<file path="src/rtl/assert_macros.svh">
// Assertion macros used by the top-level RTL file.
`ifndef ASSERT_MACROS_SVH
`define ASSERT_MACROS_SVH

// Clocked assertion, disabled while reset is high.
`define C2S2_ASSERT(lbl, clk, rst, prop, msg) \
   lbl: assert property (@(posedge clk) disable iff (rst) prop) else $error(msg);

// Clocked assertion that also holds during reset.
`define C2S2_ASSERT_ALWAYS(lbl, clk, prop, msg) \
   lbl: assert property (@(posedge clk) prop) else $error(msg);

`endif

</file>
<file path="src/rtl/c2s2_pkg.sv">
// Types and constants shared by the stride-2 convolution engine.
package c2s2_pkg;

   // Item op codes
   localparam logic [1:0] OP_WEIGHT  = 2'd0;
   localparam logic [1:0] OP_BIAS    = 2'd1;
   localparam logic [1:0] OP_SAMPLE  = 2'd2;
   localparam logic [1:0] OP_COMPUTE = 2'd3;

   // Configuration register indexes
   localparam logic [2:0] REG_IN_CHANNELS = 3'd0;
   localparam logic [2:0] REG_IN_HEIGHT   = 3'd1;
   localparam logic [2:0] REG_IN_WIDTH    = 3'd2;
   localparam logic [2:0] REG_KERNEL_SIZE = 3'd3;
   localparam logic [2:0] REG_BIAS_ENABLE = 3'd4;
   localparam logic [2:0] REG_ACTIVATION  = 3'd5;

   // Activation codes
   localparam logic [1:0] ACT_RELU   = 2'd1;
   localparam logic [1:0] ACT_HSWISH = 2'd2;

   // Accumulator width: 4 channels x 49 taps of Q8.8 x Q8.8 plus bias
   localparam int ACC_W = 41;
   localparam int LANES = 4;

   typedef struct packed {
      logic [1:0]         op;
      logic [4:0]         out_channel;
      logic [1:0]         in_channel;
      logic [5:0]         row;
      logic [5:0]         col;
      logic signed [15:0] value;
   } req_type;

   typedef struct packed {
      logic signed [31:0] result_lane0;
      logic signed [31:0] result_lane1;
      logic signed [31:0] result_lane2;
      logic signed [31:0] result_lane3;
      logic [4:0]         result_channel_base;
      logic [4:0]         result_row;
      logic [4:0]         result_col;
      logic               range_error;
   } rsp_type;

   typedef struct packed {
      logic [2:0] in_channels;
      logic [6:0] in_height;
      logic [6:0] in_width;
      logic [2:0] kernel_size;
      logic       bias_enable;
      logic [1:0] activation;
   } cfg_type;

   typedef enum logic [2:0] {
      KIND_WEIGHT,
      KIND_BIAS,
      KIND_SAMPLE,
      KIND_COMPUTE,
      KIND_DROP
   } kind_type;

   typedef struct packed {
      kind_type kind;
      req_type  item;
   } qent_type;

   typedef struct packed {
      logic [1:0] count;
      logic       full;
   } qstat_type;

endpackage

</file>
<file path="src/rtl/c2s2_front.sv">
// Front end: accepts items, classifies them and queues them for the back end.
module c2s2_front #(
   parameter int MAX_IN_CHANNELS  = 4,
   parameter int MAX_OUT_CHANNELS = 32,
   parameter int MAX_IN_HEIGHT    = 64,
   parameter int MAX_IN_WIDTH     = 64,
   parameter int MAX_KERNEL       = 7
) (
   input  logic                 clock,
   input  logic                 reset,
   input  logic                 req_valid,
   output logic                 req_stall,
   input  c2s2_pkg::req_type    req_data,
   output logic                 head_valid,
   output c2s2_pkg::qent_type   head,
   input  logic                 head_pop,
   output c2s2_pkg::qstat_type  stat
);

   c2s2_pkg::qent_type slot_ff [2];
   c2s2_pkg::qent_type ent;
   logic               wr_ptr_ff, rd_ptr_ff;
   logic [1:0]         count_ff;
   logic               push, pop;

   // Classify: loads outside the stores are marked for dropping here
   always_comb begin
      ent.item = req_data;
      case (req_data.op)
         c2s2_pkg::OP_WEIGHT:
            ent.kind = (int'(req_data.out_channel) < MAX_OUT_CHANNELS &&
                        int'(req_data.in_channel) < MAX_IN_CHANNELS &&
                        int'(req_data.row) < MAX_KERNEL &&
                        int'(req_data.col) < MAX_KERNEL) ?
                       c2s2_pkg::KIND_WEIGHT : c2s2_pkg::KIND_DROP;
         c2s2_pkg::OP_BIAS:
            ent.kind = (int'(req_data.out_channel) < MAX_OUT_CHANNELS) ?
                       c2s2_pkg::KIND_BIAS : c2s2_pkg::KIND_DROP;
         c2s2_pkg::OP_SAMPLE:
            ent.kind = (int'(req_data.in_channel) < MAX_IN_CHANNELS &&
                        int'(req_data.row) < MAX_IN_HEIGHT &&
                        int'(req_data.col) < MAX_IN_WIDTH) ?
                       c2s2_pkg::KIND_SAMPLE : c2s2_pkg::KIND_DROP;
         default:
            ent.kind = c2s2_pkg::KIND_COMPUTE;
      endcase
   end

   assign req_stall  = (count_ff == 2'd2);
   assign push       = req_valid && !req_stall;
   assign head_valid = (count_ff != 2'd0);
   assign pop        = head_pop && head_valid;
   assign head       = slot_ff[rd_ptr_ff];
   assign stat.count = count_ff;
   assign stat.full  = req_stall;

   // Queue pointers and fill count
   always_ff @(posedge clock) begin
      if (reset) begin
         wr_ptr_ff <= 1'b0;
         rd_ptr_ff <= 1'b0;
         count_ff  <= 2'd0;
      end else begin
         if (push) wr_ptr_ff <= !wr_ptr_ff;
         if (pop)  rd_ptr_ff <= !rd_ptr_ff;
         if (push && !pop)      count_ff <= count_ff + 2'd1;
         else if (pop && !push) count_ff <= count_ff - 2'd1;
      end
   end

   // Queue entries
   always_ff @(posedge clock) begin
      if (push) slot_ff[wr_ptr_ff] <= ent;
   end

endmodule

</file>
<file path="config.mk">
export PLATFORM = sky130hd
export DESIGN_NAME = c2s2_front
export DESIGN_NICKNAME = d
export VERILOG_FILES = /design/src/rtl/assert_macros.svh /design/src/rtl/c2s2_pkg.sv /design/src/rtl/c2s2_front.sv
export SDC_FILE = /design/constraint.sdc
export NUM_CORES = 1
export LEC_CHECK = 0
export BUFFER_PORTS_ARGS = -buffer_cell sky130_fd_sc_hd__buf_2
export CAP_MARGIN = 25
export CORE_UTILIZATION = 35
export DETAILED_ROUTE_END_ITERATION = 16
export SYNTH_ARGS = -nofsm -noshare
export SYNTH_HDL_FRONTEND = slang
export SYNTH_SLANG_ARGS = --single-unit
</file>
<file path="constraint.sdc">
create_clock -name clock -period 6.9 [get_ports clock]
set_input_delay 2.07 -clock clock [delete_from_list [all_inputs] [get_ports clock]]
set_output_delay 2.07 -clock clock [all_outputs]
set_load 0.01 [all_outputs]
</file>
==> results of run 1 <==
-- cell usage after synthesis --
library cell	number
a21oi_1	2
a311oi_1	1
and2_1	1
buf_2	4
buf_4	1
clkbuf_1	2
dfxtp_1	5
edfxtp_1	80
ha_1	1
inv_1	2
mux2_2	40
nand3_1	2
nor2_1	4
nor2b_1	1
nor3_2	1
o21ai_0	3
or2_2	1
or3_1	2
or4_1	1
xor2_1	3
-- worst paths after layout --
| check | to | slack (ns) | cells after the start |
|---|---|---|---|
| max | head[35] | 3.10 | 3 |
| min | wr_ptr_ff | 0.49 | 2 |
| max reg2reg | slot_ff[0][27] | 4.93 | 3 |
| min reg2reg | wr_ptr_ff | 0.49 | 2 |
-- kinds of logic after synthesis --
kind of cell	Yosys count	synth area share
flops	85	0.796
mux	40	0.143
simple gates	13	0.0235
buf+inv	9	0.0135
compound gates	6	0.0108
xor+xnor	3	0.00836
fa+ha+maj	1	0.00398
-- area by class of cell --
cell class | count | area, um^2 | area share
flip-flops and latches | 85 | 2500 | 0.646
well taps | 108 | 135 | 0.0349
multi-input cells | 63 | 598 | 0.154
clock buffers | 11 | 131 | 0.0339
repair buffers | 87 | 473 | 0.122
inverters | 2 | 7.51 | 0.00194
clock inverters | 5 | 27.5 | 0.00710
-- per-stage QoR --
step	setup slack, ns	cells
final	3.10	361
after global routing	2.98	361
after CTS	2.82	359
after detailed placement	3.22	343
after global placement	3.21	343
after floorplan	3.24	157
-- critical path, delay by kind of cell, from the launching register on --
family   cells  cell delay, ns
flops        1            0.64
buf+inv      2            0.37
mux          1            0.36
-- layer usage --
layer  track usage  vias to the layer above
li1              -                      790
met1         0.144                      799
met2         0.182                       51
met3        0.0347                        9
met4        0.0654                        0
met5             0                        -
-- sequential cells by signal (all words and copies together), names as in the netlist, named ones only --
register   cells
count_ff       2
rd_ptr_ff      1
slot_ff       80
wr_ptr_ff      1
-- power groups by stage --
stage	Sequential, mW	Combinational [mW]	Clock, mW
floorplan	0.680	0.235	0
finish	0.686	0.356	0.289
detailed placement	0.718	0.329	0
CTS	0.707	0.330	0.302
global route	0.696	0.388	0.320
global placement	0.715	0.329	0
==> impl_metrics.ini, run 1 <==
[run_status]
status = complete, no violations

[timing]
maxSlewHeadroom = 0.397
fin_crit_sh = 0.550
fin_skew_ns = 0.00560
drv_slew = 0
rsz0062_at_grt = false
post-route-min-period_ns = 3.80
hold_viol_final = 0
max_freq_ghz = 0.263
finalSetupViolCount = 0
tightest_slew_ns = 0.904
tns_ns = 0
timing.hold.ws_ns = 0.493

[floorplan]
core_um2 = 8720
chipHeight_um = 96.7
die_w_um = 96.7
dieArea_um2 = 9360
pin_count = 86
num_rows = 34
initial_core_util = 0.360

[logic_synthesis]
syn_area_um2 = 3140
synth_cell_type_count = 20
ys_ff_latch = 85
syn_avg_cell_area_um2 = 20.0
synth_area_leaders = edfxtp_1, mux2_2, dfxtp_1
ys_seq_area_frac = 0.796
synth_top_area_share = 0.765
yosysTopAreaCell = edfxtp_1
synth_nets = 199
yosys_warnings = 0
synthCells = 157

[power]
p_int_mw = 0.955
finalPower_mw = 1.33
powerDensity_nw_per_um2 = 344
leakage_nw = 1.44
pwr-share-comb = 0.267
switchingPower_mw = 0.377
clkPwrFrac = 0.217
sw_frac_of_total = 0.283
power_frac_seq = 0.515
peakVddDrop_uv = 191

[placement]
hpwl_mm = 3.23
gp_congestion = 0.666
portBuffers = 85
place_area_um2 = 3670

[drt]
ant_nets = 0
vias_per_cell = 4.57
wl_per_cell_um = 14.5
routed-wl-met2_mm = 2.57
drt_first_pass_iters = 4
drt-total-wl_mm = 5.22
via_count = 1649
top_layer = met4
wl_met3_um = 279
wl_met1_mm = 2.28
drc_errors = 0
drt_iter0_drc = 67

[min_path]
min_from = wr_ptr_ff
hp-class = reg -> reg

[clock_network]
cts-buffers-inserted = 9
hold_buffers = 0
cts-root-buf = clkbuf_8
cts_tree = yes
clk_path_buf_depth = 2
postCtsSetupRepairBufs = 0
clk_latency_ns = 0.34
clk_pin_slew_ns = 0.08
cts_sinks = 85
cts_resized = 0
htree_levels = 3

[grt]
grt_pass1_vias = 1641
antenna_found_initial = 0
grt.total_usage = 0.116
grt_max_degree = 41
grt_first_pass_wirelength_mm = 8.22
overflow = 0

[worst_setup_path]
cp_slowest_stage_delay_ns = 0.64
worstPathCellList = buf_16 -> mux2_2 -> buf_2
cp-end-kind = output port
path_class = reg -> out
arrival_ns = 1.73
critPathLaunchType = register
crit_slowest_cell = dfxtp_2
required_ns = 4.83
cp_max_fo = 23
r2r_start = count_ff[0]

[final_layout]
drive_gt1_frac = 0.569
mostFrequentLayoutCells = buf_2, edfxtp_1, mux2_2, clkbuf_8
antenna_cells = 0
final_common_cell = buf_2
fill_cells = 800
area.growth.synth_to_final_pct = 23.4
utilization = 0.444
layout.nets = 290
final_cell_area_um2 = 3880

[job]
cap_violations = 0
Note: power is estimated with default switching activity, not from simulation.
==> run 2, diff against run 1 <==
==> constraint.sdc (replaced) <==
create_clock -name clock -period 3.2 [get_ports clock]
set_input_delay 0.96 -clock clock [delete_from_list [all_inputs] [get_ports clock]]
set_output_delay 0.96 -clock clock [all_outputs]
set_load 0.01 [all_outputs]
==> run 2 against run 1 <==
Critical path depth unchanged. Non-clock buffer count up 1. Largest power group unchanged. Via count up 0.85%. Combinational power up 120%. Global-route usage up 0.52 points.
==> impl_metrics.ini, run 2 (synthesis gave the netlist of run 1 again) <==
[timing]
drv_slew = 0
post-route-min-period_ns = 2.69
tns_ns = 0
rsz0062_at_grt = false
max_freq_ghz = 0.372
fin_crit_sh = 0.841
hold_viol_final = 0
tightest_slew_ns = 0.560
maxSlewHeadroom = 0.627
finalSetupViolCount = 0
fin_skew_ns = 0.00749

[final_layout]
drive_gt1_frac = 0.575
antenna_cells = 0
reg.largest.list = slot_ff (80), count_ff (2)
largest_register_ff_count = 80
layout.nets = 291
area.growth.synth_to_final_pct = 24.1
seq_area_um2 = 2500
multi_input_area_um2 = 598
mostFrequentLayoutCells = buf_2, edfxtp_1, mux2_2, clkbuf_8
final_cell_area_um2 = 3900
final_common_cell = buf_2
regMostFlops = slot_ff
fill_cells = 785

[worst_setup_path]
r2r_start = count_ff[0]
reg2regPathDepth = 4
critPathLaunchType = register
cp-end-kind = output port
path_class = reg -> out
r2r_end = slot_ff[0][15]
regToRegSetupSlack_ns = 1.39
cp_max_fo = 23
worstPathCellList = buf_12 -> mux2_2 -> buf_2
cp_slowest_stage_delay_ns = 0.63
required_ns = 2.24
arrival_ns = 1.73
crit_slowest_cell = dfxtp_2

[clock_network]
cts-root-buf = clkbuf_8
postCtsSetupRepairBufs = 0
cts_sinks = 85
cts_tree = yes
clk_latency_ns = 0.34
hold_buffers = 0
cts-buffers-inserted = 9
clk_path_buf_depth = 2
cts_resized = 0
htree_levels = 3
clk_pin_slew_ns = 0.08

[drt]
drt_iter0_drc = 55
vias_per_cell = 4.59
drc_errors = 0
drt_first_pass_iters = 4
ant_nets = 0
drt-total-wl_mm = 5.32
wl_per_cell_um = 14.7
via_count = 1663

[power]
clkPwrFrac = 0.239
p_int_mw = 2.14
peakVddDrop_uv = 336
power_frac_seq = 0.500
switchingPower_mw = 0.814
finalPower_mw = 2.95
powerDensity_nw_per_um2 = 757
leakage_nw = 1.46
pwr-share-comb = 0.261
sw_frac_of_total = 0.276

[min_path]
min_from = wr_ptr_ff
min_to = wr_ptr_ff
whs_path_depth = 2
hp-class = reg -> reg

[placement]
portBuffers = 85
hpwl_mm = 3.54
gp_congestion = 0.668
place_area_um2 = 3720

[floorplan]
dieArea_um2 = 9360
pin_count = 86
initial_core_util = 0.360
core_um2 = 8720
num_rows = 34
chipHeight_um = 96.7
die_w_um = 96.7

[grt]
antenna_found_initial = 0
grt_first_pass_wirelength_mm = 8.48
grt_pass1_vias = 1677
grt.total_usage = 0.121
grt_max_degree = 41
overflow = 0

[run_status]
status = complete, no violations

[job]
cap_violations = 0
-- run 2: cell types whose count changed in the layout (fill, tap and decap cells not counted), sizes merged --
cell and change:
buf +1, bufinv +1, clkinvlp -1
-- run 2: power groups by stage --
| stage | clock network, mW | logic (mW) | registers [mW] |
|---|---|---|---|
| 6_report | 0.706 | 0.772 | 1.48 |
| 3_5_place_dp | 0 | 0.789 | 1.51 |
| 3_3_place_gp | 0 | 0.787 | 1.50 |
| 2_1_floorplan | 0 | 0.507 | 1.47 |
| 4_1_cts | 0.728 | 0.792 | 1.48 |
| 5_1_grt | 0.775 | 0.844 | 1.50 |
-- run 2: per-stage QoR --
step,utilization,worst slack [ns],instances,hold WS [ns]
final,0.447,0.510,362,0.496
after global routing,0.447,0.393,362,0.525
after CTS,0.447,0.456,362,0.496
after detailed placement,0.426,0.780,346,0.484
after global placement,0.426,0.782,346,0.477
after floorplan,-,0.652,157,0.452
-- run 2: layer usage --
metal | share of wire | GRT usage | up-vias
met5 | 0 | 0 | -
met4 | 0.013 | 0.0620 | 0
met3 | 0.053 | 0.0419 | 8
met2 | 0.49 | 0.190 | 58
met1 | 0.44 | 0.149 | 807
li1 | - | - | 790
-- run 2: worst max-delay path by stage --
stage / startpoint / end / slack, ns / cells past startpoint
floorplan: req_valid / slot_ff[0][0] / 0.65 / 3
global placement: req_valid / slot_ff[0][15] / 0.78 / 5
detailed placement: req_valid / slot_ff[0][15] / 0.78 / 5
CTS: register / head[39] / 0.46 / 3
global route: register / head[15] / 0.39 / 3
finish: register / head[39] / 0.51 / 3
-- run 2: layout make-up --
| class | count | area share |
|---|---|---|
| flip-flops and latches | 85 | 0.642 |
| multi-input cells | 63 | 0.153 |
| well taps | 108 | 0.0346 |
| clock inverters | 5 | 0.0132 |
| repair buffers | 88 | 0.121 |
| inverters | 2 | 0.00192 |
| clock buffers | 11 | 0.0337 |
-- run 2: critical path, delay by kind of cell (launching register included) --
| kind | cells | cell delay, ns |
|---|---|---|
| flip-flops | 1 | 0.63 |
| buffers and inverters | 2 | 0.39 |
| multiplexers | 1 | 0.36 |
==> run 3, diff against run 2 <==
==> constraint.sdc (replaced) <==
create_clock -name clock -period 2.35 [get_ports clock]
set_input_delay 0.705 -clock clock [delete_from_list [all_inputs] [get_ports clock]]
set_output_delay 0.705 -clock clock [all_outputs]
set_load 0.01 [all_outputs]
==> run 3 against run 2 <==
Clock-buffer cell count decreased by 1. Combinational power grew 41%. Utilization is 0.072 points higher. Non-clock buffer count rose by 3. Clock power is 47% higher. Critical path depth unchanged. Worst hold slack better by 0.0050 ns. Flip-flop and latch count unchanged. Sequential share of layout area down 0.10 points. Power is 38% higher. Largest cell class unchanged.
==> impl_metrics.ini, run 3 (synthesis gave the netlist of run 1 again) <==
[clock_network]
htree_levels = 3
clk_path_buf_depth = 2
hold_buffers = 0
cts_sinks = 85
cts_resized = 0
cts_tree = yes
cts-root-buf = clkbuf_8
cts-buffers-inserted = 9
clk_latency_ns = 0.34
postCtsSetupRepairBufs = 0
clk_pin_slew_ns = 0.07

[drt]
drt_first_pass_iters = 4
wl_met3_um = 287
wl_per_cell_um = 14.8
drc_errors = 0
ant_nets = 0
wl_met1_mm = 2.36
drt-total-wl_mm = 5.35
routed-wl-met2_mm = 2.67
vias_per_cell = 4.65
drt_iter0_drc = 90
top_layer = met4
via_count = 1685

[timing]
final.setup.worst_slack_ns = 0.149
max_freq_ghz = 0.454
tightest_slew_ns = 0.322
post-route-min-period_ns = 2.20
hold_viol_final = 0
timing.hold.ws_ns = 0.501
rsz0062_at_grt = false
fin_skew_ns = 0.0118
fin_crit_sh = 0.937
finalSetupViolCount = 0
drv_slew = 0
maxSlewHeadroom = 0.783
tns_ns = 0

[final_layout]
mostFrequentLayoutCells = buf_2, edfxtp_1, mux2_2, clkbuf_8, buf_4
final_common_cell = buf_2
largest_register_ff_count = 80
antenna_cells = 0
layout.nets = 294
regMostFlops = slot_ff
utilization = 0.448
fill_cells = 773
drive_gt1_frac = 0.579
final_cell_area_um2 = 3910
area.growth.synth_to_final_pct = 24.3
reg.largest.list = slot_ff (80), count_ff (2)

[power]
clkPwrFrac = 0.254
p_int_mw = 3.00
sw_frac_of_total = 0.268
switchingPower_mw = 1.09
powerDensity_nw_per_um2 = 1050
leakage_nw = 1.47
pwr-share-comb = 0.266
power_frac_seq = 0.480
peakVddDrop_uv = 566

[worst_setup_path]
crit_family = buffers and inverters
arrival_ns = 1.50
required_ns = 1.64
cp-end-kind = output port
regToRegSetupSlack_ns = 0.68
r2r_end = count_ff[1]
crit_slowest_cell = mux2_2
cp_max_fo = 23
r2r_start = count_ff[1]
critPathLaunchType = register
cp_num_buf_inv = 2
reg2regPathDepth = 5
path_class = reg -> out
worstPathCellList = buf_4 -> mux2_2 -> buf_2
cp_slowest_stage_delay_ns = 0.38

[grt]
grt_pass1_vias = 1680
antenna_found_initial = 0
grt_max_degree = 24
grt.total_usage = 0.122
overflow = 0
grt_first_pass_wirelength_mm = 8.61

[min_path]
hp-class = reg -> reg
min_from = wr_ptr_ff
whs_path_depth = 2
min_to = wr_ptr_ff

[placement]
pre_cts_ws_ns = 0.414
place_area_um2 = 3710
gp_congestion = 0.622
hpwl_mm = 3.50
portBuffers = 85

[floorplan]
die_w_um = 96.7
dieArea_um2 = 9360
pin_count = 86
chipHeight_um = 96.7
initial_core_util = 0.360
core_um2 = 8720
num_rows = 34

[job]
cap_violations = 0

[run_status]
status = complete, no violations
-- run 3: cell types whose count changed in the layout (fill, tap and decap cells not counted), sizes merged --
cell	previous run	this run
buf	88	91
clkinv	3	1
bufinv	1	2
clkbuf	11	10
clkinvlp	1	0
-- run 3: metrics by stage --
step,std cells,power [mW]
2_1_floorplan,157,2.69
3_3_place_gp,349,3.09
3_5_place_dp,349,3.11
4_1_cts,362,4.16
5_1_grt,362,4.32
6_report,362,4.09
-- run 3: cell type report --
cell class	instances	area (um^2)	area share
Sequential cell	85	2500	0.641
Multi-Input combinational cell	63	598	0.153
Timing Repair Buffer	91	470	0.120
Tap cell	108	135	0.0346
Clock buffer	10	128	0.0327
Clock inverter	3	63.8	0.0163
Inverter	2	7.51	0.00192
-- run 3: routing by layer --
metal | up-vias | GRT usage
met4 | 0 | 0.0413
met1 | 827 | 0.155
li1 | 794 | -
met5 | - | 0
met3 | 5 | 0.0455
met2 | 59 | 0.192
-- run 3: worst reg2reg max path: cells and delay by family (launching register included) --
family / cells / cell delay (ns)
simple gates: 3 / 0.72
flops: 1 / 0.40
fa+ha+maj: 1 / 0.34
compound gates: 1 / 0.14
-- run 3: worst max-delay path by stage --
stage	from	end	slack, ns	cells past startpoint
2_1_floorplan	req_valid	slot_ff[0][0]	0.06	3
3_3_place_gp	req_data[21]	slot_ff[1][39]	0.43	4
3_5_place_dp	req_data[21]	slot_ff[0][39]	0.41	4
4_1_cts	register	head[7]	0.10	3
5_1_grt	register	head[16]	0.06	3
6_report	register	head[7]	0.15	3
-- run 3: power groups by stage --
stage	logic [mW]	clock network, mW	registers [mW]
final	1.09	1.04	1.96
after global routing	1.18	1.15	1.98
after floorplan	0.690	0	2.00
after detailed placement	1.11	0	2.00
after CTS	1.11	1.08	1.97
after global placement	1.10	0	1.99
